$ cat config.mk
export PLATFORM = sky130hd
export DESIGN_NAME = pcpe_coef
export DESIGN_NICKNAME = d
export VERILOG_FILES = /design/src/rtl/pcpe_pkg.sv /design/src/rtl/pcpe_coef.sv
export SDC_FILE = /design/constraint.sdc
export NUM_CORES = 2
export LEC_CHECK = 0
export BUFFER_PORTS_ARGS = -buffer_cell sky130_fd_sc_hd__buf_2
export CELL_PAD_IN_SITES_DETAIL_PLACEMENT = 2
export CELL_PAD_IN_SITES_GLOBAL_PLACEMENT = 2
export CORE_MARGIN = 2
export CORE_UTILIZATION = 41
export DETAILED_ROUTE_END_ITERATION = 8
export GPL_ROUTABILITY_DRIVEN = 0
export PLACE_DENSITY = 0.95
export REMOVE_ABC_BUFFERS = 1
export SYNTH_ARGS = -nofsm -noshare
export SYNTH_HDL_FRONTEND = slang
export SYNTH_SLANG_ARGS = --single-unit
$ cat constraint.sdc
create_clock -name clk_i -period 1.38 [get_ports clk_i]
set_input_delay 0.276 -clock clk_i [delete_from_list [all_inputs] [get_ports clk_i]]
set_output_delay 0.276 -clock clk_i [all_outputs]
set_load 0.02 [all_outputs]
$ cat src/rtl/pcpe_pkg.sv
package pcpe_pkg;

  // Coordinate and curve-position formats
  localparam int unsigned COORD_WIDTH = 32;
  localparam int unsigned T_FRAC_BITS = 16;

  // Doubled power-basis coefficient width (worst case is 24x a point)
  localparam int unsigned KW = COORD_WIDTH + 6;
  // Horner accumulator width, holds k3*t^3 + ... + k0*S^3 exactly
  localparam int unsigned AW = KW + 3 * T_FRAC_BITS + 3;
  // Split point of the accumulator for the partial products
  localparam int unsigned AH = AW / 2;
  // Final scaling shift: divide by 2 * S^3
  localparam int unsigned SH = 3 * T_FRAC_BITS + 1;
  // Width of the scaled result before saturation
  localparam int unsigned QW = AW - SH;

  typedef enum logic [1:0] {
    CK_LINE    = 2'd0,
    CK_QUAD    = 2'd1,
    CK_CUBIC   = 2'd2,
    CK_CATMULL = 2'd3
  } curve_kind_e;

  // Data that travels with one transaction through the Horner stages
  typedef struct packed {
    logic signed [KW-1:0]          k3;
    logic signed [KW-1:0]          k2;
    logic signed [KW-1:0]          k1;
    logic signed [KW-1:0]          k0;
    logic [T_FRAC_BITS-1:0]        t;
    logic                          special;
    logic signed [COORD_WIDTH-1:0] spec_val;
  } coef_t;

  // Data handed from the Horner chain to the rounding stage
  typedef struct packed {
    logic signed [AW-1:0]          acc;
    logic                          special;
    logic signed [COORD_WIDTH-1:0] spec_val;
  } poly_t;

  function automatic logic signed [KW-1:0] sext_pt(input logic [COORD_WIDTH-1:0] p);
    return {{(KW - COORD_WIDTH){p[COORD_WIDTH-1]}}, p};
  endfunction

endpackage

$ cat src/rtl/pcpe_coef.sv
module pcpe_coef import pcpe_pkg::*; (
  input  logic                          clk_i,
  input  logic                          rst_ni,
  input  logic                          valid_i,
  input  logic [1:0]                    curve_kind_i,
  input  logic [T_FRAC_BITS:0]          param_t_i,
  input  logic signed [COORD_WIDTH-1:0] pt_start_i,
  input  logic signed [COORD_WIDTH-1:0] pt_ctrl_a_i,
  input  logic signed [COORD_WIDTH-1:0] pt_ctrl_b_i,
  input  logic signed [COORD_WIDTH-1:0] pt_end_i,
  output logic                          valid_o,
  output coef_t                         coef_o
);

  logic signed [KW-1:0] ps, pa, pb, pe;
  logic signed [KW-1:0] pa3, pb3, ps3, pe3;
  logic signed [KW-1:0] d2;
  coef_t                coef_d, coef_q;
  logic                 valid_q;

  assign ps  = sext_pt(pt_start_i);
  assign pa  = sext_pt(pt_ctrl_a_i);
  assign pb  = sext_pt(pt_ctrl_b_i);
  assign pe  = sext_pt(pt_end_i);
  assign pa3 = (pa <<< 1) + pa;
  assign pb3 = (pb <<< 1) + pb;
  assign ps3 = (ps <<< 1) + ps;
  assign pe3 = (pe <<< 1) + pe;

  always_comb begin
    coef_d    = '0;
    coef_d.k0 = ps <<< 1;
    d2        = '0;
    case (curve_kind_e'(curve_kind_i))
      CK_LINE: begin
        coef_d.k1 = (pe - ps) <<< 1;
      end
      CK_QUAD: begin
        coef_d.k1 = (pa - ps) <<< 2;
        coef_d.k2 = (ps - (pa <<< 1) + pe) <<< 1;
      end
      CK_CUBIC: begin
        coef_d.k1 = ((pa - ps) <<< 2) + ((pa - ps) <<< 1);
        d2        = ps - (pa <<< 1) + pb;
        coef_d.k2 = (d2 <<< 2) + (d2 <<< 1);
        coef_d.k3 = (pa3 - pb3 + pe - ps) <<< 1;
      end
      CK_CATMULL: begin
        coef_d.k1 = pe - pa;
        coef_d.k2 = (pa <<< 1) - ((ps <<< 2) + ps) + (pe <<< 2) - pb;
        coef_d.k3 = ps3 - pe3 + pb - pa;
      end
      default: begin
        coef_d.k1 = '0;
      end
    endcase
    coef_d.t        = param_t_i[T_FRAC_BITS-1:0];
    // Curve ends bypass the polynomial
    coef_d.special  = (param_t_i == '0) || param_t_i[T_FRAC_BITS];
    coef_d.spec_val = param_t_i[T_FRAC_BITS] ? pt_end_i : pt_start_i;
  end

  always_ff @(posedge clk_i or negedge rst_ni) begin
    if (!rst_ni) begin
      valid_q <= 1'b0;
    end else begin
      valid_q <= valid_i;
    end
  end

  always_ff @(posedge clk_i) begin
    coef_q <= coef_d;
  end

  assign valid_o = valid_q;
  assign coef_o  = coef_q;

endmodule

==> results.sh, run 1 <==
export IMPL_initial_core_util_pct=41.5
export IMPL_synth_fa_ha_area_share_pct=36.8
export IMPL_ys_types=89
export IMPL_fp_row_count=103
export IMPL_synth_seq_area_share_pct=11.8
export IMPL_synthMuxAreaShare_pct=1.76
export IMPL_die_w_um=287
export IMPL_port_buffers=350
export IMPL_synth_area_per_cell_um2=8.59
export IMPL_hpwl_mm=227
export IMPL_stop_stage="detailed placement (3_5_place_dp)"
export IMPL_synth_top_family_by_area="adder cells"
export IMPL_die_h_um=287
export IMPL_yosysWarningCount=0
export IMPL_ios=352
export IMPL_synth_xor_area_share_pct=7.80
export IMPL_synth_async_reset_ratio_pct=0.515
export IMPL_synth_edff_count=0
export IMPL_syn_cell_area_um2=32900
export IMPL_status="did not finish"
export IMPL_synthSimpleGateAreaFrac_pct=11.9
export IMPL_synth_compound_area_share_pct=23.5
export IMPL_synthFlopType="dfxtp_1"
export IMPL_synth_seq_cells=194
export IMPL_tool_error="[ERROR DPL-0033] detailed placement checks failed during check placement."
export IMPL_synthCells=3826
[logic make-up after synthesis]
logic type | count (synthesis)
fa+ha+maj | 749
buf+inv | 556
flops | 194
xor+xnor | 293
mux | 35
other cells | 1
compound gates | 1179
simple gates | 819
[stage by stage]
step / std cells / hold slack, ns / worst slack (ns) / instance area, µm²
2_1_floorplan: 3736 / -0.0196 / -4.87 / 32500
3_3_place_gp: 6502 / 0.0503 / -5.25 / 46000
[cells in the mapped netlist (18+ instances only)]
master	n	area share, %
inv_1	465	5.3
ha_1	385	15
fa_1	364	22
a21oi_1	309	4.7
nor2_1	234	2.7
nand2_1	224	2.6
o21ai_0	224	3.4
dfxtp_1	193	12
a21o_1	183	4.2
xnor2_1	183	4.9
xor2_1	110	2.9
clkbuf_1	67	0.76
nand3_1	64	0.97
a211oi_1	54	1.2
nor2b_1	49	0.93
nor3_1	48	0.73
o21a_1	47	1.1
nand2b_1	45	0.86
o21bai_1	42	0.96
a31oi_1	38	0.72
o22ai_1	37	0.70
and3_1	35	0.67
o211ai_1	34	0.78
nand4_1	27	0.51
and2_1	24	0.46
a221oi_1	21	0.56
mux4_2	18	1.2
==> inputs of run 2 (changes only) <==
CELL_PAD_IN_SITES_DETAIL_PLACEMENT = unset   (was 2)
CELL_PAD_IN_SITES_GLOBAL_PLACEMENT = unset   (was 2)
CORE_UTILIZATION = 30   (was 41)
PLACE_DENSITY = unset   (was 0.95)
PLACE_DENSITY_LB_ADDON = 0.15   (was unset)
==> run 2 against run 1 <==
The flow now finishes, with violations (setup timing). Synthesized area unchanged. Synthesized cell count did not move.
==> results.sh, run 2 <==
export IMPL_drt_iter0_drc=2124
export IMPL_synthMuxAreaShare_pct=1.76
export IMPL_crit_type="input pin to flip-flop"
export IMPL_end_kind="flip-flop"
export IMPL_placed_area_um2=46700
export IMPL_final_area_um2=51800
export IMPL_holdWs_ns=0.0640
export IMPL_holdCritStartpoint="pt_start_i[11]"
export IMPL_synthToLayoutAreaGrowth_pct=57.5
export IMPL_grt_max_degree=66
export IMPL_root_buffer="clkbuf_16"
export IMPL_die_h_um=335
export IMPL_port_buffers=350
export IMPL_final_common_cell="buf_4"
export IMPL_die_area_um2=112000
export IMPL_clk_pin_slew_ns=0.10
export IMPL_first_global_vias=34531
export IMPL_place_inst=6893
export IMPL_grt_pass1_wl_mm=209
export IMPL_slew_headroom_pct=47.5
export IMPL_cpPeakStageDelay_ns=0.55
export IMPL_setup_viol=135
export IMPL_crit_required_ns=1.80
export IMPL_final_util_pct=47.6
export IMPL_synth_area_per_cell_um2=8.59
export IMPL_overflow=0
export IMPL_synthTopCellsByCount="inv_1 (465), ha_1 (385), fa_1 (364)"
export IMPL_period_needed_ns=5.67
export IMPL_synthCells=3826
export IMPL_ys_types=89
export IMPL_synth_fa_ha_area_share_pct=36.8
export IMPL_fin_cells=7057
export IMPL_worst_pin_slew_ns=0.783
export IMPL_critPathSlowestCell="or4_4"
export IMPL_antenna_found_initial=19
export IMPL_synth_async_reset_ratio_pct=0.515
export IMPL_clockPowerShare_pct=5.7
export IMPL_status="finished, violations left"
export IMPL_syn_cell_area_um2=32900
export IMPL_p_switching_mw=48.9
export IMPL_ctsHtreeMaxLevel=4
export IMPL_cts_buffers=17
export IMPL_violations="setup timing"
export IMPL_tns_ns=-285.79
export IMPL_hold_depth=2
export IMPL_top_usage_layer="met2"
export IMPL_ios=352
export IMPL_synth_top_family_by_area="adder cells"
export IMPL_initial_core_util_pct=30.2
export IMPL_startpoint_type="input pin"
export IMPL_drt_drc_violations_left=0
export IMPL_synthFlopType="dfxtp_1"
export IMPL_place_worst_setup_slack_ns=-5.58
export IMPL_vias=35116
export IMPL_vdd_drop_max_mv=1.32
export IMPL_synth_compound_area_share_pct=23.5
export IMPL_synth_xor_area_share_pct=7.80
export IMPL_power_density_nw_per_um2=2000
export IMPL_hold_viol=0
export IMPL_p_leak_nw=25.6
export IMPL_core_um2=109000
export IMPL_wl_mm=143
export IMPL_cp_buffers_inverters=5
export IMPL_grt_usage_pct=25.0
export IMPL_wl_per_cell_um=20.2
export IMPL_drtPass1Iterations=6
export IMPL_clock_path_buffers=2
export IMPL_synth_seq_area_share_pct=11.8
export IMPL_hpwl_mm=120
export IMPL_fp_row_count=121
export IMPL_routed_via_density=4.98
export IMPL_yosysWarningCount=0
export IMPL_met2_usage_pct=42.9
export IMPL_yosys_area_top_type="fa_1"
export IMPL_crit_fanout=2
export IMPL_die_w_um=335
export IMPL_synthSimpleGateAreaFrac_pct=11.9
export IMPL_hold_class="input pin to flip-flop"
export IMPL_layout_common_cells="buf_4 (1413), inv_1 (447), fa_1 (360)"
export IMPL_combPwrFrac_pct=86.8
export IMPL_swShare_pct=47.1
export IMPL_max_cap_violations=0
export IMPL_cp_top_family="compound AO/OA/AOI/OAI gates"
export IMPL_fin_nets=6522
export IMPL_synth_most_common_cell="inv_1"
export IMPL_clkSinkCount=194
export IMPL_synth_edff_count=0
export IMPL_rsz0062_at_grt="yes"
export IMPL_cts_tree="done"
export IMPL_largest_register_ffs=193
export IMPL_synth_top_area_share_pct=22.2
export IMPL_holdPathEnd="coef_o[61]"
export IMPL_finalPower_mw=104
export IMPL_met3_usage_pct=3.00
export IMPL_cp_arrival_ns=6.09
export IMPL_final_max_slew_viol_count=0
export IMPL_fin_ws_ns=-4.29
export IMPL_fmax_ghz=0.177
export IMPL_seqPwrFrac_pct=7.5
export IMPL_intPower_mw=54.9
export IMPL_drive_above_1_share_pct=42.4
export IMPL_period_share_pct=411
export IMPL_synth_area_leaders="fa_1 (22%), ha_1 (15%), dfxtp_1 (12%)"
export IMPL_use_met1_pct=31.8
export IMPL_synth_seq_cells=194
export IMPL_ant_nets=0
-- run 2: cell counts after synthesis --
No cell type changed its count.
-- run 2: cells by family (layout without fill, tap and decap cells) --
group                      after synthesis  after routing
AOI/OAI and AO/OA                     1179           1179
and+or+nand+nor                        819            819
adders and majority gates              749            749
buffers and inverters                  556           2366
xor gates and xnor gates               293            293
DFF                                    194            194
muxes                                   35             35
other                                    1              8
-- run 2: layer usage --
metal	up-vias	share of wire (%)
li1	17046	-
met1	16888	43
met2	965	48
met3	209	4.8
met4	8	4.3
met5	-	0.036
-- run 2: power by group through the flow --
stage | Clock [mW] | Combinational [mW] | Sequential [mW]
4_1_cts | 6.17 | 82.5 | 7.78
3_3_place_gp | 0 | 76.2 | 7.91
3_5_place_dp | 0 | 76.3 | 7.87
5_1_grt | 6.29 | 98.1 | 7.88
6_report | 5.87 | 90.1 | 7.79
2_1_floorplan | 0 | 40.4 | 9.55
-- run 2: layout make-up --
cell class                      count  area (µm²)
Clock inverter                     15         194
Timing Repair Buffer             1868       13800
Sequential cell                   194        3890
Clock buffer                       17         425
Fill cell                       10660       57000
Multi-Input combinational cell   3076       29900
Antenna cell                        7        17.5
Inverter                          466        1770
Tap cell                         1414        1770
-- run 2: worst max-delay path by stage --
stage | from | endpoint | slack (ns) | cells past startpoint
3_3_place_gp | pt_start_i[1] | coef_o[161] | -5.52 | 35
4_1_cts | pt_start_i[1] | coef_o[161] | -4.25 | 35
6_report | pt_ctrl_a_i[4] | coef_o[161] | -4.29 | 33
3_5_place_dp | pt_start_i[1] | coef_o[161] | -5.58 | 35
2_1_floorplan | pt_start_i[1] | coef_o[161] | -4.87 | 32
5_1_grt | pt_start_i[1] | coef_o[161] | -4.54 | 36
-- run 2: repair_timing --
action,CTS,global route
hold endpoints to repair,21,0
pin swaps,202,284
gates resized for setup,366,379
setup endpoints to repair,144,143
hold buffers,22,0
buffers inserted,48,74
(Power assumes the default switching activity.)
