[src/rtl/pcpe_pkg.sv]
package pcpe_pkg;

  // Coordinate and curve-position formats
  localparam int unsigned COORD_WIDTH = 32;
  localparam int unsigned T_FRAC_BITS = 16;

  // Doubled power-basis coefficient width (worst case is 24x a point)
  localparam int unsigned KW = COORD_WIDTH + 6;
  // Horner accumulator width, holds k3*t^3 + ... + k0*S^3 exactly
  localparam int unsigned AW = KW + 3 * T_FRAC_BITS + 3;
  // Split point of the accumulator for the partial products
  localparam int unsigned AH = AW / 2;
  // Final scaling shift: divide by 2 * S^3
  localparam int unsigned SH = 3 * T_FRAC_BITS + 1;
  // Width of the scaled result before saturation
  localparam int unsigned QW = AW - SH;

  typedef enum logic [1:0] {
    CK_LINE    = 2'd0,
    CK_QUAD    = 2'd1,
    CK_CUBIC   = 2'd2,
    CK_CATMULL = 2'd3
  } curve_kind_e;

  // Data that travels with one transaction through the Horner stages
  typedef struct packed {
    logic signed [KW-1:0]          k3;
    logic signed [KW-1:0]          k2;
    logic signed [KW-1:0]          k1;
    logic signed [KW-1:0]          k0;
    logic [T_FRAC_BITS-1:0]        t;
    logic                          special;
    logic signed [COORD_WIDTH-1:0] spec_val;
  } coef_t;

  // Data handed from the Horner chain to the rounding stage
  typedef struct packed {
    logic signed [AW-1:0]          acc;
    logic                          special;
    logic signed [COORD_WIDTH-1:0] spec_val;
  } poly_t;

  function automatic logic signed [KW-1:0] sext_pt(input logic [COORD_WIDTH-1:0] p);
    return {{(KW - COORD_WIDTH){p[COORD_WIDTH-1]}}, p};
  endfunction

endpackage

[src/rtl/pcpe_round.sv]
module pcpe_round import pcpe_pkg::*; (
  input  logic                          clk_i,
  input  logic                          rst_ni,
  input  logic                          valid_i,
  input  poly_t                         poly_i,
  output logic                          done_o,
  output logic signed [COORD_WIDTH-1:0] coord_o,
  output logic                          sat_o
);

  logic [AW-1:0]                 sum;
  logic [QW-1:0]                 q;
  logic [QW-COORD_WIDTH:0]       top;
  logic                          ovf;
  logic signed [COORD_WIDTH-1:0] coord_d, coord_q;
  logic                          sat_d, sat_q, done_q;

  always_comb begin
    // Round half up, then drop the 2 * S^3 scale
    sum = poly_i.acc + ({{(AW - 1){1'b0}}, 1'b1} << (SH - 1));
    q   = sum[AW-1:SH];
    top = q[QW-1:COORD_WIDTH-1];
    ovf = (top != '0) && (top != '1);
    if (poly_i.special) begin
      coord_d = poly_i.spec_val;
      sat_d   = 1'b0;
    end else if (ovf) begin
      coord_d = q[QW-1] ? {1'b1, {(COORD_WIDTH - 1){1'b0}}}
                        : {1'b0, {(COORD_WIDTH - 1){1'b1}}};
      sat_d   = 1'b1;
    end else begin
      coord_d = q[COORD_WIDTH-1:0];
      sat_d   = 1'b0;
    end
  end

  always_ff @(posedge clk_i or negedge rst_ni) begin
    if (!rst_ni) begin
      done_q <= 1'b0;
    end else begin
      done_q <= valid_i;
    end
  end

  always_ff @(posedge clk_i) begin
    coord_q <= coord_d;
    sat_q   <= sat_d;
  end

  assign done_o  = done_q;
  assign coord_o = coord_q;
  assign sat_o   = sat_q;

endmodule

[config.mk]
export PLATFORM = sky130hd
export DESIGN_NAME = pcpe_round
export DESIGN_NICKNAME = d
export VERILOG_FILES = /design/src/rtl/pcpe_pkg.sv /design/src/rtl/pcpe_round.sv
export SDC_FILE = /design/constraint.sdc
export NUM_CORES = 1
export LEC_CHECK = 0
export ABC_AREA = 1
export BUFFER_PORTS_ARGS = -buffer_cell sky130_fd_sc_hd__buf_4
export CAP_MARGIN = 25
export CORE_UTILIZATION = 39
export DETAILED_ROUTE_END_ITERATION = 8
export PLACE_DENSITY = 0.73
export SLEW_MARGIN = 20
export SYNTH_ARGS = -nofsm -noshare
export SYNTH_HDL_FRONTEND = slang
export SYNTH_SLANG_ARGS = --single-unit
[constraint.sdc]
create_clock -name clk_i -period 0.8 [get_ports clk_i]
set_clock_uncertainty 0.15 [all_clocks]
set_input_delay 0.16 -clock clk_i [delete_from_list [all_inputs] [get_ports clk_i]]
set_output_delay 0.16 -clock clk_i [all_outputs]
set_load 0.1 [all_outputs]
==> metrics.txt, run 1 <==
# TYPE chip_impl_metric gauge
chip_impl_info{name="status",value="did not finish"} 1
chip_impl_info{name="outcome.stop_stage",value="global routing"} 1
chip_impl_info{name="stop_error",value="[ERROR GRT-0232] Routing congestion too high. Check the congestion heatmap in the GUI."} 1
chip_impl_metric{name="syn_inst",unit=""} 418
chip_impl_metric{name="start_util",unit="%"} 41.42
chip_impl_metric{name="synthesized_area_fraction_occupied_by_and_or_nand_nor_cells",unit="%"} 49.21
chip_impl_metric{name="floorplan.rows",unit=""} 28
chip_impl_metric{name="place.detailed.instances",unit=""} 682
chip_impl_metric{name="yosysSeqAreaShare",unit="%"} 27.16
chip_impl_metric{name="postSynthRegisterBits",unit=""} 34
chip_impl_metric{name="numCtsBuffers",unit=""} 5
chip_impl_info{name="worst_endpoint",value="coord_o[16]$_DFF_P_/D"} 1
chip_impl_metric{name="chipHeight",unit="µm"} 82.46
chip_impl_metric{name="yosys_warnings",unit=""} 0
chip_impl_metric{name="cts_buffer_depth",unit=""} 2
chip_impl_metric{name="syn_area_cell",unit="µm²"} 6.040
chip_impl_metric{name="synth-xor-area-share",unit="%"} 10.75
chip_impl_metric{name="mappedNetlistArea",unit="mm²"} 0.002525
chip_impl_metric{name="floorplan.die.width",unit="µm"} 82.46
chip_impl_metric{name="total_grt_overflow",unit=""} 2
chip_impl_metric{name="synth.mux.area_fraction",unit="%"} 0
chip_impl_metric{name="synth.net_count",unit=""} 544
chip_impl_info{name="synth_top_flop_cell",value="dfxtp_1"} 1
chip_impl_metric{name="grt.total_usage",unit="%"} 66.51
chip_impl_metric{name="async_reset_ff_share",unit="%"} 2.941
chip_impl_info{name="worst-ep-kind",value="register input"} 1
chip_impl_metric{name="pin_count_of_the_biggest_net_entering_global_routing",unit=""} 23
chip_impl_info{name="dominant_combinational_cell_family_by_area_after_synthesis",value="simple AND/OR/NAND/NOR gates"} 1
chip_impl_metric{name="cts.sinks",unit=""} 34
chip_impl_metric{name="synthAdderAreaFrac",unit="%"} 0.4955
chip_impl_metric{name="io_pins",unit=""} 159
chip_impl_metric{name="hpwl",unit="µm"} 7254
chip_impl_metric{name="synth-edff-count",unit=""} 0
chip_impl_metric{name="routability_cong",unit=""} 0.9105
chip_impl_metric{name="io_buffer_count",unit=""} 110
chip_impl_metric{name="maximum_level_of_the_cts_h_tree",unit=""} 2
chip_impl_metric{name="count_of_different_cell_masters_after_synthesis",unit=""} 26
chip_impl_metric{name="compound_cell_area_share_of_the_yosys_netlist",unit="%"} 6.888
chip_impl_info{name="cts.root.buffer_cell",value="clkbuf_8"} 1
## stage by stage
stage,instance area [µm²],setup TNS (ps),setup WS (ps),util [%]
after floorplan,2706,-35370,-1081,-
after global placement,4245,-45040,-1299,69.64
after detailed placement,4245,-47290,-1383,69.64
after CTS,5244,-41280,-956.3,86.02
## cell families after synthesis
group | count (synthesis)
xor gates and xnor gates | 31
DFF | 34
adders and majority gates | 1
and+or+nand+nor | 288
AOI/OAI and AO/OA | 34
buffers and inverters | 30
## repair_timing
| item | in CTS |
|---|---|
| pin swaps | 11 |
| cloned | 2 |
| gates resized for setup | 185 |
| setup endpoints to repair | 67 |
| hold buffers | 2 |
| endpoints found under the hold margin | 35 |
| buffers inserted | 15 |
## metal layers
| metal | GRT overflow | track usage, % |
|---|---|---|
| met5 | 0 | 16.67 |
| met4 | 2 | 63.68 |
| met3 | 0 | 53.30 |
| met2 | 0 | 84.21 |
| met1 | 0 | 65.33 |
## synthesized netlist by cell type (3+ instances only)
| cell type | instances | area share, % |
|---|---|---|
| clkbuf_1 | 3 | 0.45 |
| buf_2 | 3 | 0.59 |
| nand3_1 | 20 | 4.0 |
| nand2_2 | 3 | 0.74 |
| xor2_1 | 17 | 5.9 |
| nand4_1 | 7 | 1.7 |
| dfxtp_1 | 33 | 26 |
| nor2_1 | 94 | 14 |
| nor2_4 | 5 | 2.2 |
| nand2_1 | 141 | 21 |
| nor2_2 | 5 | 1.2 |
| a21oi_1 | 31 | 6.1 |
| nor3_1 | 3 | 0.59 |
| inv_1 | 21 | 3.1 |
| buf_6 | 3 | 1.3 |
| xnor2_1 | 14 | 4.9 |
| nand3_2 | 4 | 1.6 |
==> run 2, diff against run 1 <==
--- a/config.mk
+++ b/config.mk
@@ -8,9 +8,9 @@
 export ABC_AREA = 1
 export BUFFER_PORTS_ARGS = -buffer_cell sky130_fd_sc_hd__buf_4
 export CAP_MARGIN = 25
-export CORE_UTILIZATION = 39
+export CORE_UTILIZATION = 35
 export DETAILED_ROUTE_END_ITERATION = 8
-export PLACE_DENSITY = 0.73
+export PLACE_DENSITY_LB_ADDON = 0.15
 export SLEW_MARGIN = 20
 export SYNTH_ARGS = -nofsm -noshare
 export SYNTH_HDL_FRONTEND = slang
==> constraint.sdc (replaced) <==
create_clock -name clk_i -period 1 [get_ports clk_i]
set_clock_uncertainty 0.15 [all_clocks]
set_input_delay 0.2 -clock clk_i [delete_from_list [all_inputs] [get_ports clk_i]]
set_output_delay 0.2 -clock clk_i [all_outputs]
set_load 0.1 [all_outputs]
==> metrics.txt, run 2 <==
# TYPE chip_impl_metric gauge
chip_impl_metric{name="floorplan.die.width",unit="µm"} 86.94
chip_impl_info{name="setup.worst_path.start_class",value="input pin"} 1
chip_impl_info{name="worst_hold_path_type",value="input pin to flop"} 1
chip_impl_metric{name="cp.required",unit="ps"} 1030
chip_impl_metric{name="floorplan.rows",unit=""} 30
chip_impl_metric{name="drt-vias-per-instance",unit=""} 5.136
chip_impl_metric{name="worst_slew_pin_slew",unit="ps"} 447.6
chip_impl_metric{name="drtAntennaViolNets",unit=""} 0
chip_impl_info{name="critical_path_type",value="input pin to flop"} 1
chip_impl_info{name="cts.root.buffer_cell",value="clkbuf_8"} 1
chip_impl_metric{name="cts.sinks",unit=""} 34
chip_impl_metric{name="netlist.area_leader.share",unit="%"} 26.16
chip_impl_info{name="grt_setup_unrepaired",value="yes"} 1
chip_impl_metric{name="layout-drive-gt1-share",unit="%"} 54.50
chip_impl_metric{name="finalCriticalPeriod",unit="ps"} 2250
chip_impl_metric{name="grt.total_usage",unit="%"} 29.78
chip_impl_info{name="synth_top_cells_by_area",value="dfxtp_1 (26%), nand2_1 (21%), nor2_1 (14%)"} 1
chip_impl_metric{name="layout.core_utilization",unit="%"} 79.18
chip_impl_metric{name="postSynthRegisterBits",unit=""} 34
chip_impl_metric{name="fin_ws",unit="ps"} -1250
chip_impl_info{name="failed_checks",value="negative hold slack, negative setup slack"} 1
chip_impl_metric{name="maximum_level_of_the_cts_h_tree",unit=""} 2
chip_impl_metric{name="syn_inst",unit=""} 418
chip_impl_info{name="worst_setup_path_endpoint",value="coord_o[11]"} 1
chip_impl_metric{name="cellLeakagePower",unit="nW"} 2.439
chip_impl_metric{name="setup_viol",unit=""} 67
chip_impl_metric{name="worst_slew_margin_rel",unit="%"} 69.93
chip_impl_info{name="cp-end-kind",value="flop"} 1
chip_impl_metric{name="synth.net_count",unit=""} 544
chip_impl_metric{name="routed_wirelength",unit="µm"} 13290
chip_impl_metric{name="data_arrival_critical_path",unit="ps"} 2280
chip_impl_metric{name="post-route-drc-count",unit=""} 0
chip_impl_metric{name="vias",unit=""} 3857
chip_impl_metric{name="layoutNonFillerInstCount",unit=""} 751
chip_impl_metric{name="io_pins",unit=""} 159
chip_impl_metric{name="antenna_found_initial",unit=""} 0
chip_impl_metric{name="power_density",unit="mW/mm²"} 941.7
chip_impl_metric{name="yosys_warnings",unit=""} 0
chip_impl_info{name="most_common_library_cell_in_the_layout_ignoring_fill_and_taps",value="buf_4"} 1
chip_impl_info{name="layout.cells.most_common_list",value="buf_4 (177), nand2_1 (127), nor2_1 (67)"} 1
chip_impl_metric{name="total_grt_overflow",unit=""} 0
chip_impl_metric{name="floorplan.die_area",unit="mm²"} 0.007558
chip_impl_metric{name="num_antenna_cells",unit=""} 0
chip_impl_metric{name="numCtsBuffers",unit=""} 5
chip_impl_metric{name="grt.met1_usage",unit="%"} 35.30
chip_impl_metric{name="place.detailed.instances",unit=""} 711
chip_impl_metric{name="final.fill_count",unit=""} 444
chip_impl_metric{name="count_of_different_cell_masters_after_synthesis",unit=""} 26
chip_impl_metric{name="globalRouteMet2Util",unit="%"} 54.47
chip_impl_info{name="tritoncts",value="yes"} 1
chip_impl_metric{name="fin_crit_share",unit="%"} 225.0
chip_impl_info{name="grt-busiest-layer",value="met2"} 1
chip_impl_metric{name="flow.area_growth_from_synthesis",unit="%"} 115.4
chip_impl_metric{name="start_util",unit="%"} 36.76
chip_impl_metric{name="fmax",unit="GHz"} 0.4444
chip_impl_metric{name="hpwl",unit="µm"} 7387
chip_impl_metric{name="chipHeight",unit="µm"} 86.94
chip_impl_metric{name="async_reset_ff_share",unit="%"} 2.941
chip_impl_metric{name="pin_count_of_the_biggest_net_entering_global_routing",unit=""} 28
chip_impl_metric{name="yosysSeqAreaShare",unit="%"} 27.16
chip_impl_metric{name="io_buffer_count",unit=""} 110
chip_impl_metric{name="vdd_drop_max",unit="µV"} 565.9
chip_impl_info{name="status",value="finished, violations left"} 1
chip_impl_metric{name="max_cap_viol_count",unit=""} 0
chip_impl_metric{name="mappedNetlistArea",unit="mm²"} 0.002525
chip_impl_metric{name="synth-edff-count",unit=""} 0
chip_impl_metric{name="hold-worst-slack",unit="ps"} -15.20
chip_impl_info{name="synthTopCellsByCount",value="nand2_1 (141), nor2_1 (94), dfxtp_1 (33)"} 1
chip_impl_metric{name="routability_cong",unit=""} 0.9055
chip_impl_info{name="setup.worst_path.start",value="poly_i[82]"} 1
chip_impl_metric{name="syn_area_cell",unit="µm²"} 6.040
chip_impl_metric{name="design.final.nets",unit=""} 780
chip_impl_metric{name="worst_setup_hold_path_clk_slew",unit="ps"} 80
chip_impl_metric{name="iteration_count_of_the_initial_detailed_routing_pass",unit=""} 7
chip_impl_metric{name="grt_pass1_wl",unit="µm"} 17060
chip_impl_metric{name="hold_viol_final",unit=""} 3
chip_impl_info{name="synth.most_common_cell",value="nand2_1"} 1
chip_impl_metric{name="finalMaxSlewViolations",unit=""} 0
chip_impl_metric{name="number_of_flip_flops_in_the_largest_register",unit=""} 32
chip_impl_metric{name="drt-initial-drc-count",unit=""} 254
chip_impl_metric{name="post_drt_wl_per_cell",unit="µm"} 17.70
chip_impl_info{name="synth_top_flop_cell",value="dfxtp_1"} 1
chip_impl_metric{name="use_met3",unit="%"} 4.265
chip_impl_metric{name="first_global_vias",unit=""} 3583
chip_impl_metric{name="critical_path_maximum_fanout",unit=""} 7
chip_impl_metric{name="cts_buffer_depth",unit=""} 2
chip_impl_metric{name="design.core.area",unit="mm²"} 0.006869
chip_impl_info{name="synth_area_leader_cell",value="dfxtp_1"} 1
run 2: cell families (layout without fill, tap and decap cells):
kind of cell / after synthesis / after routing / share of synthesized area [%]
AO/OA/AOI/OAI: 34 / 34 / 6.888
XOR/XNOR: 31 / 31 / 10.75
adder cells (fa/ha/maj): 1 / 1 / 0.4955
buffers and inverters: 30 / 267 / 5.500
flip-flops: 34 / 34 / 27.16
AND/OR/NAND/NOR: 288 / 288 / 49.21
run 2: worst min-delay path by stage:
stage | start | end | slack [ps] | depth (start not counted)
2_1_floorplan | rst_ni | done_o | -250 | 0
4_1_cts | poly_i[1] | coord_o[1] | -7 | 3
3_5_place_dp | rst_ni | done_o | -170 | 1
6_report | poly_i[3] | coord_o[3] | -20 | 3
5_1_grt | poly_i[1] | coord_o[1] | -6 | 3
3_3_place_gp | rst_ni | done_o | -170 | 1
run 2: layout make-up:
cell class / count / area (µm²) / share of cell area (%)
Multi-Input combinational cell: 354 / 2027 / 37.27
Timing Repair Buffer: 238 / 2394 / 44.01
Inverter: 21 / 78.83 / 1.449
Tap cell: 96 / 120.1 / 2.208
Clock buffer: 7 / 86.33 / 1.587
Sequential cell: 34 / 728.2 / 13.39
Clock inverter: 1 / 5.005 / 0.09202
run 2: routing by layer:
layer	up-vias	routed length [µm]	share of wire, %
li1	1790	-	-
met1	1808	5156	39
met2	203	6444	48
met5	-	0	0
met4	0	598	4.5
met3	56	1093	8.2
run 2: timing repair:
action | CTS | global route
setup endpoints to repair | 67 | 67
gates cloned | 3 | 2
endpoints found under the hold margin | 16 | 4
pin swaps | 28 | 18
hold buffers | 11 | 3
buffers inserted | 12 | 1
resized for setup | 169 | 50
run 2: critical path, cell delays in order:
cell       delay [ps]
buf_8              80
ha_4              150
nand2_4            60
nor2_4            120
nand3b_1          200
nor2_4            210
nand3_2           100
nand2_1            80
nand2_1            60
nor2_2            140
nand3_2           120
nand2_4           180
clkbuf_16         180
nand2_2            70
a21oi_2           320
run 2: report_power, final:
group	leakage, nW	total (mW)	internal [mW]	switching, mW
Sequential	0.287	1.59	1.49	0.102
Clock	0.0482	1.12	0.557	0.567
Combinational	2.10	2.41	1.01	1.39
Total	2.44	5.12	3.06	2.06
run 2: through the flow:
stage | TNS (ps) | area (µm²) | hold WS, ps | total power, mW | worst slack, ps
floorplan | -37330 | 2584 | -245.6 | 2.640 | -921.8
global placement | -38200 | 4209 | -174.8 | 3.363 | -1176
detailed placement | -39740 | 4209 | -174.3 | 3.381 | -1236
CTS | -33150 | 5185 | -6.746 | 4.919 | -868.1
global route | -42690 | 5439 | -6.447 | 5.256 | -1335
finish | -39200 | 5439 | -15.20 | 5.122 | -1250
Power figures use the tool's default switching activity.
==> run 3, diff against run 2 <==
--- a/config.mk
+++ b/config.mk
@@ -6,12 +6,11 @@
 export NUM_CORES = 1
 export LEC_CHECK = 0
 export ABC_AREA = 1
-export BUFFER_PORTS_ARGS = -buffer_cell sky130_fd_sc_hd__buf_4
 export CAP_MARGIN = 25
 export CORE_UTILIZATION = 35
 export DETAILED_ROUTE_END_ITERATION = 8
+export DONT_BUFFER_PORTS = 1
 export PLACE_DENSITY_LB_ADDON = 0.15
-export SLEW_MARGIN = 20
 export SYNTH_ARGS = -nofsm -noshare
 export SYNTH_HDL_FRONTEND = slang
 export SYNTH_SLANG_ARGS = --single-unit
==> metrics.txt, run 3 (synthesized netlist as in run 2, its figures left out) <==
# TYPE chip_impl_metric gauge
chip_impl_metric{name="hold-worst-slack",unit="ps"} -54.75
chip_impl_metric{name="drt-initial-drc-count",unit=""} 151
chip_impl_info{name="most_common_library_cell_in_the_layout_ignoring_fill_and_taps",value="nand2_1"} 1
chip_impl_metric{name="layout-drive-gt1-share",unit="%"} 44.21
chip_impl_info{name="setup.worst_path.start_class",value="input pin"} 1
chip_impl_metric{name="routed_wirelength",unit="µm"} 9938
chip_impl_metric{name="numCtsBuffers",unit=""} 5
chip_impl_metric{name="iteration_count_of_the_initial_detailed_routing_pass",unit=""} 4
chip_impl_metric{name="antenna_found_initial",unit=""} 0
chip_impl_metric{name="io_buffer_count",unit=""} 0
chip_impl_metric{name="floorplan.die.width",unit="µm"} 86.94
chip_impl_metric{name="fin_ws",unit="ps"} -822.8
chip_impl_metric{name="first_global_vias",unit=""} 3185
chip_impl_metric{name="floorplan.rows",unit=""} 30
chip_impl_info{name="crit_path_top_delay_cell",value="nor2_4"} 1
chip_impl_info{name="layout.cells.most_common_list",value="nand2_1 (122), nor2_1 (62), buf_4 (62)"} 1
chip_impl_info{name="status",value="finished, violations left"} 1
chip_impl_metric{name="detailed_place.area",unit="mm²"} 0.003809
chip_impl_metric{name="number_of_flip_flops_in_the_largest_register",unit=""} 32
chip_impl_metric{name="worst_slew_margin_rel",unit="%"} 81.83
chip_impl_metric{name="flow.area_growth_from_synthesis",unit="%"} 88.50
chip_impl_metric{name="post-route-drc-count",unit=""} 0
chip_impl_metric{name="worst_slew_pin_slew",unit="ps"} 271.5
chip_impl_metric{name="fin_total_pwr",unit="mW"} 4.606
chip_impl_metric{name="hold_fix_buffers_cts",unit=""} 36
chip_impl_metric{name="num_antenna_cells",unit=""} 0
chip_impl_metric{name="critical_path_maximum_fanout",unit=""} 8
chip_impl_metric{name="layout.cell_area.non_filler",unit="mm²"} 0.004760
chip_impl_metric{name="floorplan.die_area",unit="mm²"} 0.007558
chip_impl_metric{name="maximum_level_of_the_cts_h_tree",unit=""} 2
chip_impl_metric{name="post_drt_wl_per_cell",unit="µm"} 15.13
chip_impl_metric{name="hpwl",unit="µm"} 7234
chip_impl_info{name="grt_setup_unrepaired",value="yes"} 1
chip_impl_metric{name="drtAntennaViolNets",unit=""} 0
chip_impl_info{name="tritoncts",value="yes"} 1
chip_impl_metric{name="io_pins",unit=""} 159
chip_impl_metric{name="design.final.nets",unit=""} 686
chip_impl_metric{name="power_density",unit="mW/mm²"} 967.8
chip_impl_metric{name="data_arrival_critical_path",unit="ps"} 1890
chip_impl_metric{name="finalMaxSlewViolations",unit=""} 0
chip_impl_metric{name="critical_path.max_stage_delay",unit="ps"} 210
chip_impl_metric{name="grt.total_usage",unit="%"} 26.00
chip_impl_metric{name="start_util",unit="%"} 36.76
chip_impl_metric{name="vdd_drop_max",unit="µV"} 595.4
chip_impl_info{name="critical_path_type",value="input pin to flop"} 1
chip_impl_metric{name="max_cap_viol_count",unit=""} 0
chip_impl_metric{name="cts.sinks",unit=""} 34
chip_impl_metric{name="drt-vias-per-instance",unit=""} 4.924
chip_impl_metric{name="total_grt_overflow",unit=""} 0
chip_impl_metric{name="fin_crit_share",unit="%"} 182.3
chip_impl_metric{name="setup_viol",unit=""} 67
chip_impl_metric{name="fmax",unit="GHz"} 0.5486
chip_impl_info{name="min_from",value="poly_i[88]"} 1
chip_impl_metric{name="worst_setup_hold_path_clk_slew",unit="ps"} 80
chip_impl_metric{name="routability_cong",unit=""} 0.9388
chip_impl_metric{name="cellLeakagePower",unit="nW"} 1.940
chip_impl_metric{name="cts_buffer_depth",unit=""} 2
chip_impl_metric{name="hold_depth",unit=""} 3
chip_impl_metric{name="design.core.area",unit="mm²"} 0.006869
chip_impl_metric{name="grt_pass1_wl",unit="µm"} 14990
chip_impl_info{name="cp-end-kind",value="flop"} 1
chip_impl_metric{name="hold_viol_final",unit=""} 23
chip_impl_metric{name="layoutNonFillerInstCount",unit=""} 657
chip_impl_info{name="cp_cell_sequence",value="ha_4 > nand2_4 > nor2_4 > nand3b_1 > nor2_4 > nand3_2 > nand2_2 > nand2_2 > nor2_4 > nand3_2 > nand2_4 > buf_6 > nand2_2 > a21oi_2"} 1
chip_impl_metric{name="finalCriticalPeriod",unit="ps"} 1823
chip_impl_metric{name="pin_count_of_the_biggest_net_entering_global_routing",unit=""} 32
chip_impl_metric{name="place.detailed.instances",unit=""} 601
chip_impl_info{name="worst_hold_path_type",value="input pin to flop"} 1
chip_impl_metric{name="cp.required",unit="ps"} 1070
chip_impl_info{name="cts.root.buffer_cell",value="clkbuf_8"} 1
chip_impl_metric{name="vias",unit=""} 3235
chip_impl_metric{name="chipHeight",unit="µm"} 86.94
chip_impl_metric{name="layout.core_utilization",unit="%"} 69.29
chip_impl_info{name="failed_checks",value="negative hold slack, negative setup slack"} 1
chip_impl_info{name="holdPathEnd",value="coord_o[6]"} 1
run 3: cell count changes in the layout (fill, tap and decap cells not counted), sizes merged:
cell,change
dlygate4sd3,+22
clkbuf,-1
buf,-115
run 3: worst max-delay path, delay by kind of cell:
family          cells  cell delay (ps)
buf+inv             1              150
simple gates       11             1250
fa+ha+maj           1              140
compound gates      1              140
run 3: worst max-delay path by stage:
stage                start     endpoint  slack [ps]  cells after the start
2_1_floorplan   poly_i[81]  coord_o[10]        -920                     13
6_report        poly_i[81]  coord_o[23]        -820                     14
3_3_place_gp   poly_i[111]  coord_o[23]       -1120                     11
4_1_cts         poly_i[81]  coord_o[21]        -750                     14
5_1_grt         poly_i[81]   coord_o[7]        -920                     14
3_5_place_dp    poly_i[81]  coord_o[12]       -1100                     13
run 3: repair_timing:
item,CTS,global route
resized for setup,53,76
buffers inserted,6,4
gates cloned,1,2
endpoints found under the hold margin,35,17
setup endpoints to repair,67,67
pin swaps,10,11
run 3: layout make-up:
class / instances / area [µm²]
inverter: 21 / 81.33
clock inverter: 1 / 5.005
sequential: 34 / 728.2
timing repair buffer: 144 / 1685
tap: 96 / 120.1
multi-input combinational: 354 / 2053
fill: 599 / 2110
clock buffer: 7 / 86.33
run 3: metrics by stage:
stage          TNS, ps  setup slack (ps)
4_1_cts         -29130            -748.7
5_1_grt         -34370            -917.1
6_report        -30860            -822.8
3_5_place_dp    -35470             -1102
2_1_floorplan   -37330            -921.8
3_3_place_gp    -35170             -1116
run 3: routing by layer:
layer | global-route usage (%) | up-vias | share of wire, % | wire length (µm)
li1 | - | 1600 | - | -
met4 | 9.242 | 0 | 1.6 | 159
met2 | 45.17 | 110 | 51 | 5029
met3 | 5.024 | 17 | 7.7 | 761
met5 | 0 | - | 0 | 0
met1 | 31.87 | 1508 | 40 | 3987
run 3: where the power goes:
| group | total (mW) | switching [mW] | internal [mW] | leakage (nW) |
|---|---|---|---|---|
| Clock | 1.08 | 0.521 | 0.556 | 0.0482 |
| Combinational | 1.95 | 1.19 | 0.767 | 1.60 |
| Sequential | 1.58 | 0.0891 | 1.49 | 0.287 |
| Total | 4.61 | 1.80 | 2.81 | 1.94 |
==> run 4, diff against run 3 <==
--- a/config.mk
+++ b/config.mk
@@ -7,6 +7,9 @@
 export LEC_CHECK = 0
 export ABC_AREA = 1
 export CAP_MARGIN = 25
+export CELL_PAD_IN_SITES_DETAIL_PLACEMENT = 1
+export CELL_PAD_IN_SITES_GLOBAL_PLACEMENT = 1
+export CORE_MARGIN = 2
 export CORE_UTILIZATION = 35
 export DETAILED_ROUTE_END_ITERATION = 8
 export DONT_BUFFER_PORTS = 1
==> metrics.txt, run 4 <==
# TYPE chip_impl_metric gauge
chip_impl_metric{name="detailed_place.area",unit="mm²"} 0.003771
chip_impl_info{name="synth_top_flop_cell",value="dfxtp_1"} 1
chip_impl_metric{name="async_reset_ff_share",unit="%"} 2.941
chip_impl_metric{name="count_of_different_cell_masters_after_synthesis",unit=""} 26
chip_impl_info{name="worst_endpoint",value="coord_o[29]$_DFF_P_/D"} 1
chip_impl_info{name="synth.most_common_cell",value="nand2_1"} 1
chip_impl_metric{name="synth-edff-count",unit=""} 0
chip_impl_metric{name="start_util",unit="%"} 36.76
chip_impl_info{name="outcome.stop_stage",value="global routing"} 1
chip_impl_metric{name="floorplan.die.width",unit="µm"} 88.94
chip_impl_info{name="synth_area_leader_cell",value="dfxtp_1"} 1
chip_impl_metric{name="cts.sinks",unit=""} 34
chip_impl_metric{name="yosys_warnings",unit=""} 0
chip_impl_info{name="worst-ep-kind",value="register input"} 1
chip_impl_metric{name="mappedNetlistArea",unit="mm²"} 0.002525
chip_impl_info{name="stop_error",value="[ERROR GRT-0232] Routing congestion too high. Check the congestion heatmap in the GUI."} 1
chip_impl_metric{name="postSynthRegisterBits",unit=""} 34
chip_impl_metric{name="numCtsBuffers",unit=""} 5
chip_impl_metric{name="syn_area_cell",unit="µm²"} 6.040
chip_impl_metric{name="maximum_level_of_the_cts_h_tree",unit=""} 2
chip_impl_info{name="synth_top_cells_by_area",value="dfxtp_1 (26%), nand2_1 (21%), nor2_1 (14%)"} 1
chip_impl_metric{name="pin_count_of_the_biggest_net_entering_global_routing",unit=""} 32
chip_impl_metric{name="floorplan.rows",unit=""} 30
chip_impl_metric{name="io_buffer_count",unit=""} 0
chip_impl_info{name="cts.root.buffer_cell",value="clkbuf_8"} 1
chip_impl_info{name="status",value="did not finish"} 1
chip_impl_metric{name="io_pins",unit=""} 159
chip_impl_metric{name="synth.net_count",unit=""} 544
chip_impl_metric{name="netlist.area_leader.share",unit="%"} 26.16
chip_impl_metric{name="routability_cong",unit=""} 0.9111
chip_impl_metric{name="syn_inst",unit=""} 418
chip_impl_metric{name="total_grt_overflow",unit=""} 172
chip_impl_metric{name="place.detailed.instances",unit=""} 596
chip_impl_metric{name="chipHeight",unit="µm"} 88.94
chip_impl_metric{name="antenna_found_initial",unit=""} 1
chip_impl_metric{name="yosysSeqAreaShare",unit="%"} 27.16
chip_impl_metric{name="cts_buffer_depth",unit=""} 2
chip_impl_info{name="synthTopCellsByCount",value="nand2_1 (141), nor2_1 (94), dfxtp_1 (33)"} 1
chip_impl_metric{name="hpwl",unit="µm"} 8911
chip_impl_metric{name="grt.total_usage",unit="%"} 79.31
-- run 4: cell counts after synthesis --
Identical to the previous run, type by type.
-- run 4: logic make-up after synthesis --
kind of cell / Yosys count / share of synthesized area [%]
flops: 34 / 27.16
xor+xnor: 31 / 10.75
simple gates: 288 / 49.21
buf+inv: 30 / 5.500
fa+ha+maj: 1 / 0.4955
compound gates: 34 / 6.888
-- run 4: timing repair --
item                                    CTS
pin swaps                                12
gates resized for setup                  60
hold endpoints to repair                 35
setup buffers                            19
hold buffers                             36
endpoints found under the setup margin   67
gates cloned                              1
-- run 4: layer usage --
metal	global-route usage, %	overflow
met5	4.545	0
met4	93.62	66
met3	52.82	0
met2	101.2	104
met1	77.81	2
-- run 4: metrics by stage --
step	TNS, ps	setup slack (ps)	util [%]
after floorplan	-37330	-921.8	-
after detailed placement	-38680	-1253	54.90
after global placement	-38710	-1227	54.90
after CTS	-32810	-867.6	66.48
